--- src/rtl/rast_pkg.sv ---
// ----------------------------------------------------------------------------
// rast_pkg
// Types and constants shared by the range sum tree modules.
// ----------------------------------------------------------------------------
`default_nettype none
package rast_pkg;
  localparam logic [1:0] ACT_LOAD  = 2'd0;
  localparam logic [1:0] ACT_ADD   = 2'd1;
  localparam logic [1:0] ACT_QUERY = 2'd2;
  localparam logic [1:0] ACT_NONE  = 2'd3;

  typedef enum logic [2:0] {
    ST_IDLE, ST_CLEAR, ST_POP, ST_READ, ST_VISIT, ST_PUSH_L, ST_PUSH_R, ST_DONE
  } state_t;

  typedef struct packed {
    logic clr_en;
    logic start;
    logic pop;
    logic read;
    logic visit;
    logic push_l;
    logic push_r;
    logic done;
  } cmd_t;

  typedef struct packed {
    logic clr_last;
    logic stack_empty;
    logic push;
  } sts_t;
endpackage
`default_nettype wire

--- src/rtl/rast_ctrl.sv ---
// ----------------------------------------------------------------------------
// rast_ctrl
// Controller: clear pass, then per item pop, read, visit until the stack empties.
// ----------------------------------------------------------------------------
`default_nettype none
module rast_ctrl (
  input  wire             clk,
  input  wire             rst_n,
  input  wire             go,
  input  wire             walk,
  input  wire rast_pkg::sts_t sts,
  output rast_pkg::cmd_t  cmd,
  output logic            busy
);
  import rast_pkg::*;
  state_t state_r, state_nxt;

  always_ff @(posedge clk) begin
    if (!rst_n) state_r <= ST_CLEAR;
    else state_r <= state_nxt;
  end

  always_comb begin
    state_nxt = state_r;
    cmd = '0;
    busy = 1'b1;
    case (state_r)
      ST_CLEAR: begin
        cmd.clr_en = 1'b1;
        if (sts.clr_last) state_nxt = ST_IDLE;
      end
      ST_IDLE: begin
        busy = 1'b0;
        if (go) begin
          cmd.start = 1'b1;
          state_nxt = walk ? ST_POP : ST_DONE;
        end
      end
      ST_POP: begin
        if (sts.stack_empty) state_nxt = ST_DONE;
        else begin
          cmd.pop = 1'b1;
          state_nxt = ST_READ;
        end
      end
      ST_READ: begin
        cmd.read = 1'b1;
        state_nxt = ST_VISIT;
      end
      ST_VISIT: begin
        cmd.visit = 1'b1;
        state_nxt = sts.push ? ST_PUSH_L : ST_POP;
      end
      ST_PUSH_L: begin
        cmd.push_l = 1'b1;
        state_nxt = ST_PUSH_R;
      end
      ST_PUSH_R: begin
        cmd.push_r = 1'b1;
        state_nxt = ST_POP;
      end
      ST_DONE: begin
        cmd.done = 1'b1;
        state_nxt = ST_IDLE;
      end
      default: state_nxt = ST_IDLE;
    endcase
  end
endmodule
`default_nettype wire

--- config.mk ---
export PLATFORM = sky130hd
export DESIGN_NAME = rast_ctrl
export DESIGN_NICKNAME = d
export VERILOG_FILES = /design/src/rtl/rast_pkg.sv /design/src/rtl/rast_ctrl.sv
export SDC_FILE = /design/constraint.sdc
export NUM_CORES = 1
export LEC_CHECK = 0
export ABC_AREA = 1
export CORE_AREA = 2 2 39 41
export DETAILED_ROUTE_END_ITERATION = 16
export DIE_AREA = 0 0 41 43
export DONT_BUFFER_PORTS = 1
export GPL_ROUTABILITY_DRIVEN = 0
export HOLD_SLACK_MARGIN = 0.08
export SYNTH_ARGS = -nofsm -noshare
export SYNTH_HDL_FRONTEND = slang
export SYNTH_SLANG_ARGS = --single-unit
--- constraint.sdc ---
create_clock -name clk -period 2.35 [get_ports clk]
set_input_delay 0.705 -clock clk [delete_from_list [all_inputs] [get_ports clk]]
set_output_delay 0.705 -clock clk [all_outputs]
set_load 0.02 [all_outputs]
==> results of run 1 <==
-- per-layer routing --
layer,vias to the layer above,track usage (%)
met3,0,6.28
li1,150,-
met2,7,13.4
met1,126,10.3
met5,-,0
met4,0,2.00
-- logic make-up (layout without fill, tap and decap cells) --
group	count (synthesis)	count (layout)	share of synthesized area [%]
simple gates	30	30	58.1
buf+inv	10	17	16.6
flops	3	3	22.1
compound gates	1	1	3.23
-- cells in the mapped netlist --
library cell  number  area, µm²
buf_6              1       11.3
dfxtp_1            3       60.1
inv_1              6       22.5
inv_2              3       11.3
nand2_1            8       30.0
nand2_2            3       18.8
nand3_1            5       25.0
nand3_2            1       10.0
nand3b_1           1       7.51
nor2_1             3       11.3
nor2_2             3       18.8
nor2_4             1       11.3
nor3_1             5       25.0
o21ai_2            1       8.76
-- final cells by class --
class	count	area (µm²)	area share, %
Multi-Input combinational cell	31	166	49.4
Sequential cell	3	60.1	17.8
Inverter	9	33.8	10.0
Timing Repair Buffer	4	30.0	8.92
Clock buffer	4	26.3	7.81
Tap cell	16	20.0	5.95
-- report_power, final --
| group | internal, mW | switching (mW) | leakage [nW] |
|---|---|---|---|
| clock | 0.0635 | 0.0248 | 0.0150 |
| combinational | 0.0380 | 0.0770 | 0.132 |
| sequential | 0.0595 | 0.0168 | 0.0248 |
-- worst paths after layout --
check	from	endpoint	slack (ns)
setup / recovery	state_r[2]$_SDFFE_PN0P_	cmd[6]	0.37
hold / removal	rst_n	state_r[0]$_SDFFE_PN1P_	0.57
setup reg to reg	state_r[2]$_SDFFE_PN0P_	state_r[2]$_SDFFE_PN0P_	1.22
hold reg to reg	state_r[0]$_SDFFE_PN1P_	state_r[0]$_SDFFE_PN1P_	0.67
-- stage by stage --
stage	hold slack (ns)	util, %	cells
global placement	0.679	22.4	63
CTS	0.562	24.3	67
finish	0.566	24.3	67
global route	0.541	24.3	67
floorplan	0.603	-	44
detailed placement	0.662	22.4	63
-- layout by cell type (no fill, tap or decap) --
master	n
nand3_1	5
inv_2	3
inv_1	6
clkbuf_4	3
nor3_1	5
nand3_2	1
clkbuf_1	1
buf_4	4
nand2_2	3
nor2_2	3
nor2_4	1
dfxtp_1	3
nor2_1	3
o21ai_2	1
nand3b_1	1
nand2_1	8
==> results.py, run 1 <==
metrics = {
    "outcome": {
        "outcome": "complete, no violations",
    },
    "placement": {
        "numPortBuffers": 0,
        "hpwlAfterDp_um": 544,
        "placed_area_um2": 310,
        "pre_cts_ws_ns": 0.590,
    },
    "power": {
        "power.leakage_nw": 0.172,
        "p_total_uw": 280,
        "power_density_nw_per_um2": 831,
        "vdd_drop_max_uv": 273,
    },
    "flow_run": {
        "max_cap_violations": 0,
    },
    "synth": {
        "syn_inst": 44,
        "synth-seq-area-share_pct": 22.1,
        "synth_cell_types": 14,
        "syn_nets": 51,
        "avgSynthCellArea_um2": 6.17,
        "ys_warn_count": 0,
        "syn_area_um2": 272,
        "ys_seq_elements": 3,
    },
    "worst_setup_path": {
        "cp_data_required_time_ns": 1.64,
        "endpoint_kind": "primary output",
        "crit_type": "reg2out",
        "cpMaxStageDelayCell": "dfxtp_1",
        "cpLargestDelayFamily": "simple AND/OR/NAND/NOR gates",
        "critPathBufInv": 0,
        "worst-path-max-fanout": 8,
        "arrival_ns": 1.28,
        "cp-start-kind": "flip-flop",
        "crit_cells": 3,
        "reg2reg_depth": 5,
        "crit_chain": "nor2_2, nand2_1, nor2_1",
        "slowest_delay_ns": 0.39,
    },
    "layout": {
        "final_area_um2": 337,
        "area_growth_pct": 24.0,
        "largest_reg_flops": 3,
        "largest_register": "state_r",
        "diodes": 0,
        "fill_cells": 160,
        "drive_above_1_share_pct": 37.3,
        "nets": 59,
        "reg_top3": "state_r: 3 flops",
    },
    "global_routing": {
        "grt_pass1_vias": 279,
        "grt_max_degree": 9,
        "grt_pass1_wl_um": 1060,
        "antenna_found_initial": 0,
        "gr-total-overflow": 0,
        "grt_usage_pct": 9.03,
    },
    "die": {
        "die_w_um": 41,
        "dieArea_um2": 1760,
        "ios": 16,
        "core-area_um2": 1380,
        "initial_utilization_pct": 19.6,
        "row_count": 14,
        "chipHeight_um": 43,
    },
    "routing": {
        "wl_met3_um": 46,
        "drt_iter0_drc": 9,
        "drc": 0,
        "wl_per_cell_um": 9.46,
        "wl_met2_um": 324,
        "wl_um": 634,
        "via_per_inst": 4.22,
        "highest_layer": "met3",
        "via_count": 283,
        "m1WireLength_um": 263,
        "ant_nets": 0,
        "dr.pass1.iters": 4,
    },
    "clock_network": {
        "cts.path.max_buffers": 2,
        "clock_sinks": 3,
        "clk_latency_ns": 0.23,
        "cts_resized": 0,
        "cts_tree": "yes",
        "htreeDepth": 1,
        "postCtsSetupRepairBufs": 0,
        "clk_pin_slew_ns": 0.04,
        "numCtsBuffers": 3,
        "cts_hold_buf": 0,
        "cts_root_buf": "clkbuf_4",
    },
    "timing": {
        "period_needed_ns": 1.98,
        "rsz0062_at_grt": "false",
        "setup_ws_ns": 0.365,
        "slew_viol_final": 0,
        "max_freq_ghz": 0.504,
        "finalSetupTns_ns": 0,
        "slew-limit-headroom_pct": 72.7,
        "fin_skew_ns": 0.00151,
        "finalHoldViolations": 0,
        "worstMarginPinSlew_ns": 0.408,
        "period_share_pct": 84.5,
        "setup_viol": 0,
    },
    "min_path": {
        "hold_class": "in2reg",
        "hold-path-cell-count": 1,
    },
}
No activity file was read; power rests on OpenSTA's default activity.
==> run 2, diff against run 1 <==
- clock period: 2.35 -> 1.8 ns (I/O delays scaled with it)
==> run 2 against run 1 <==
Effect of this change: largest power group unchanged; cell area grew 3.3%; clock power increased by 34%; non-clock buffer count is 1 higher; critical endpoint is now cmd[0].
==> results.py, run 2 (synthesized netlist as in run 1, its figures left out) <==
metrics = {
    "timing": {
        "max_freq_ghz": 0.583,
        "finalSetupTns_ns": 0,
        "period_needed_ns": 1.71,
        "fin_skew_ns": 0.00112,
        "finalHoldViolations": 0,
        "slew-limit-headroom_pct": 73.7,
        "slew_viol_final": 0,
        "period_share_pct": 95.3,
        "setup_ws_ns": 0.0852,
        "setup_viol": 0,
        "worstMarginPinSlew_ns": 0.393,
        "rsz0062_at_grt": "false",
    },
    "layout": {
        "final_cell_mix": "nand2_1, inv_1, nor3_1, nand3_1, buf_4",
        "fill_cells": 173,
        "area_growth_pct": 28.1,
        "seq_area_um2": 61.3,
        "nets": 60,
        "final_common_cell": "nand2_1",
        "reg_top3": "state_r: 3 flops",
        "final_area_um2": 348,
        "largest_reg_flops": 3,
        "multi_input_area_um2": 169,
        "fin_cells": 68,
        "largest_register": "state_r",
        "drive_above_1_share_pct": 42.3,
        "diodes": 0,
    },
    "power": {
        "power.leakage_nw": 0.177,
        "p_total_uw": 375,
        "power_density_nw_per_um2": 1080,
        "vdd_drop_max_uv": 227,
    },
    "placement": {
        "numPortBuffers": 0,
        "hpwlAfterDp_um": 547,
        "numPlacedInstances": 64,
        "pre_cts_ws_ns": 0.296,
        "placed_area_um2": 318,
    },
    "worst_setup_path": {
        "startpoint": "state_r[0]$_SDFFE_PN1P_",
        "reg2reg_slack_ns": 0.77,
        "crit_type": "reg2out",
        "r2r-start": "state_r[0]$_SDFFE_PN1P_",
        "arrival_ns": 1.17,
        "cp_data_required_time_ns": 1.26,
        "crit_chain": "inv_2, nor3_1, buf_4",
        "endpoint": "cmd[0]",
        "cp-start-kind": "flip-flop",
        "reg2reg_depth": 5,
        "endpoint_kind": "primary output",
        "slowest_delay_ns": 0.47,
        "cpMaxStageDelayCell": "dfxtp_1",
        "worst-path-max-fanout": 7,
        "reg2reg_to": "state_r[0]$_SDFFE_PN1P_",
    },
    "clock_network": {
        "numCtsBuffers": 3,
        "postCtsSetupRepairBufs": 0,
        "clock_sinks": 3,
        "clk_latency_ns": 0.23,
        "cts_hold_buf": 0,
        "clk_pin_slew_ns": 0.04,
        "cts_tree": "yes",
        "htreeDepth": 1,
        "cts.path.max_buffers": 2,
        "cts_root_buf": "clkbuf_4",
        "cts_resized": 0,
    },
    "routing": {
        "wl_um": 645,
        "drt_iter0_drc": 1,
        "drc": 0,
        "wl_per_cell_um": 9.49,
        "via_count": 282,
        "dr.pass1.iters": 2,
        "ant_nets": 0,
        "via_per_inst": 4.15,
    },
    "die": {
        "ios": 16,
        "initial_utilization_pct": 19.6,
        "core-area_um2": 1380,
        "die_w_um": 41,
        "dieArea_um2": 1760,
        "row_count": 14,
        "chipHeight_um": 43,
    },
    "flow_run": {
        "max_cap_violations": 0,
    },
    "global_routing": {
        "antenna_found_initial": 0,
        "gr-total-overflow": 0,
        "grt_pass1_vias": 284,
        "grt_pass1_wl_um": 1020,
        "grt_max_degree": 9,
        "grt_usage_pct": 9.34,
    },
    "min_path": {
        "hold_class": "in2reg",
        "hold-path-cell-count": 1,
    },
    "outcome": {
        "outcome": "complete, no violations",
    },
}
## run 2: final cells by class
| cell class | count | area share, % |
|---|---|---|
| multi-input combinational | 31 | 48.6 |
| sequential | 3 | 17.6 |
| tap | 16 | 5.76 |
| inverter | 9 | 9.71 |
| timing repair buffer | 5 | 10.8 |
| clock buffer | 4 | 7.55 |
## run 2: routing by layer
| layer | track usage (%) | up-vias | part of all wire [%] |
|---|---|---|---|
| met4 | 10.0 | 0 | 0.62 |
| met3 | 4.19 | 2 | 7.8 |
| li1 | - | 151 | - |
| met2 | 14.7 | 7 | 54 |
| met5 | 0 | - | 0 |
| met1 | 7.40 | 122 | 38 |
## run 2: worst min-delay path by stage
stage	startpoint	slack, ns	to
3_5_place_dp	rst_n	0.63	state_r[0]$_SDFFE_PN1P_
2_1_floorplan	state_r[0]$_SDFFE_PN1P_	0.60	state_r[0]$_SDFFE_PN1P_
4_1_cts	rst_n	0.39	state_r[0]$_SDFFE_PN1P_
5_1_grt	rst_n	0.39	state_r[0]$_SDFFE_PN1P_
6_report	rst_n	0.40	state_r[0]$_SDFFE_PN1P_
3_3_place_gp	rst_n	0.63	state_r[0]$_SDFFE_PN1P_
## run 2: where the power goes
group | internal [mW] | switching, mW | leakage (nW) | total (mW)
registers | 0.0784 | 0.0222 | 0.0252 | 0.101
clock network | 0.0831 | 0.0345 | 0.0150 | 0.118
logic | 0.0559 | 0.101 | 0.137 | 0.157
## run 2: critical path, delay by kind of cell, from the launching register on
| kind | cells | cell delay [ns] |
|---|---|---|
| flops | 1 | 0.47 |
| simple gates | 1 | 0.18 |
| buf+inv | 2 | 0.29 |
## run 2: per-stage QoR
| step | util, % | hold WS (ns) |
|---|---|---|
| 3_5_place_dp | 23.0 | 0.633 |
| 6_report | 25.1 | 0.397 |
| 5_1_grt | 25.1 | 0.385 |
| 2_1_floorplan | - | 0.603 |
| 4_1_cts | 24.9 | 0.390 |
| 3_3_place_gp | 23.0 | 0.632 |
==> run 3, diff against run 2 <==
- CTS_CLUSTER_DIAMETER: default -> 100
- clock period: 1.8 -> 1.6 ns (I/O delays scaled with it)
==> run 3 against run 2 <==
Effect of this change: final cell count is 5.9% higher; clock power is 13% higher; sequential share of layout area hardly changed; global-route usage is 0.21 points lower; sequential power is 9.9% higher; hold slack worse by 0.061 ns.
==> results.py, run 3 (synthesized netlist as in run 1, its figures left out) <==
metrics = {
    "clock_network": {
        "clock_sinks": 3,
        "cts.path.max_buffers": 2,
        "clk_latency_ns": 0.23,
        "numCtsBuffers": 3,
        "cts_root_buf": "clkbuf_4",
        "htreeDepth": 1,
        "clk_pin_slew_ns": 0.04,
        "cts_hold_buf": 0,
        "cts_tree": "yes",
    },
    "timing": {
        "finalHoldViolations": 0,
        "fin_skew_ns": 0.00230,
        "worstMarginPinSlew_ns": 0.183,
        "slew_viol_final": 0,
        "slew-limit-headroom_pct": 87.8,
        "period_share_pct": 96.0,
        "period_needed_ns": 1.54,
        "rsz0062_at_grt": "true",
        "setup_viol": 0,
        "max_freq_ghz": 0.651,
    },
    "power": {
        "clkPwrFrac_pct": 30.0,
        "p_int_uw": 259,
        "pwr-share-seq_pct": 25.3,
        "power.leakage_nw": 0.200,
        "pwr-share-comb_pct": 44.7,
        "swShare_pct": 41.3,
        "power_density_nw_per_um2": 1150,
        "vdd_drop_max_uv": 356,
        "power_switching_uw": 182,
    },
    "layout": {
        "final_cell_mix": "buf_4, nand2_1, inv_1, nor3_1, nand3_1",
        "fin_cells": 72,
        "nets": 64,
        "reg_top3": "state_r: 3 flops",
        "area_growth_pct": 41.5,
        "drive_above_1_share_pct": 46.4,
        "largest_register": "state_r",
        "diodes": 0,
        "final_common_cell": "buf_4",
        "largest_reg_flops": 3,
        "fill_cells": 166,
        "final_util_pct": 27.8,
    },
    "routing": {
        "ant_nets": 0,
        "dr.pass1.iters": 2,
        "via_per_inst": 4.01,
        "drt_iter0_drc": 2,
        "drc": 0,
        "wl_per_cell_um": 9.26,
        "wl_um": 667,
        "via_count": 289,
    },
    "die": {
        "core-area_um2": 1380,
        "chipHeight_um": 43,
        "die_w_um": 41,
        "initial_utilization_pct": 19.6,
        "dieArea_um2": 1760,
        "ios": 16,
        "row_count": 14,
    },
    "worst_setup_path": {
        "arrival_ns": 1.06,
        "reg2reg_slack_ns": 0.51,
        "endpoint_kind": "primary output",
        "slowest_delay_ns": 0.39,
        "cpMaxStageDelayCell": "dfxtp_1",
        "worst-path-max-fanout": 6,
        "cp-start-kind": "flip-flop",
        "startpoint": "state_r[0]$_SDFFE_PN1P_",
        "r2r-start": "state_r[0]$_SDFFE_PN1P_",
        "crit_type": "reg2out",
        "cpLargestDelayFamily": "flip-flops",
        "crit_chain": "inv_2, nor3_1, buf_4",
        "critPathBufInv": 2,
        "cp_data_required_time_ns": 1.12,
    },
    "global_routing": {
        "grt_max_degree": 9,
        "antenna_found_initial": 0,
        "grt_pass1_wl_um": 1020,
        "grt_usage_pct": 9.13,
        "gr-total-overflow": 0,
        "grt_pass1_vias": 256,
    },
    "min_path": {
        "hold_class": "in2reg",
        "hold_path_startpoint": "rst_n",
    },
    "placement": {
        "numPortBuffers": 0,
        "hpwlAfterDp_um": 553,
        "numPlacedInstances": 68,
    },
    "outcome": {
        "outcome": "complete, no violations",
    },
    "flow_run": {
        "max_cap_violations": 0,
    },
}
==> run 3: stage by stage <==
stage | TNS, ns | power, mW | instance area, µm² | setup WS (ns) | hold slack (ns)
final | 0 | 0.441 | 384 | 0.0636 | 0.336
after global routing | -0.00424 | 0.480 | 384 | -0.00424 | 0.329
after CTS | 0 | 0.448 | 377 | 0.0362 | 0.329
after detailed placement | 0 | 0.306 | 348 | 0.161 | 0.574
after global placement | 0 | 0.305 | 348 | 0.181 | 0.582
after floorplan | 0 | 0.252 | 272 | 0.111 | 0.564
==> run 3: area by class of cell <==
cell class	instances	area, µm²	share of cell area (%)
timing repair buffer	9	67.6	17.6
tap	16	20.0	5.21
inverter	9	36.3	9.45
clock buffer	4	26.3	6.84
sequential	3	67.6	17.6
multi-input combinational	31	166	43.3
==> run 3: metal layers <==
layer  routed length, µm  GRT usage, %  up-vias
li1                    -             -      161
met1                 262          8.33      121
met2                 346          14.1        7
met3                  58          7.33        0
met4                   0          4.00        0
met5                   0             0        -
==> run 3: repair_timing <==
action,in CTS,in global routing
endpoints found under the setup margin,4,3
buffers inserted,0,0
resized for setup,2,3
==> run 3: worst paths after layout <==
kind	endpoint	cells after the start
setup / recovery	cmd[0]	3
hold / removal	state_r[0]$_SDFFE_PN1P_	1
setup reg to reg	state_r[0]$_SDFFE_PN1P_	7
hold reg to reg	state_r[1]$_SDFFE_PN0P_	3
==> run 3: power by group through the flow <==
stage / clock network (mW) / registers, mW / logic (mW)
finish: 0.133 / 0.111 / 0.197
global route: 0.149 / 0.114 / 0.217
CTS: 0.140 / 0.109 / 0.199
detailed placement: 0 / 0.109 / 0.197
global placement: 0 / 0.108 / 0.196
floorplan: 0 / 0.102 / 0.150
==> run 3: worst register-to-register path: cells and delay by family (launching register included) <==
kind | cells | cell delay [ns]
DFF | 1 | 0.34
and+or+nand+nor | 5 | 0.43
buffers and inverters | 2 | 0.20
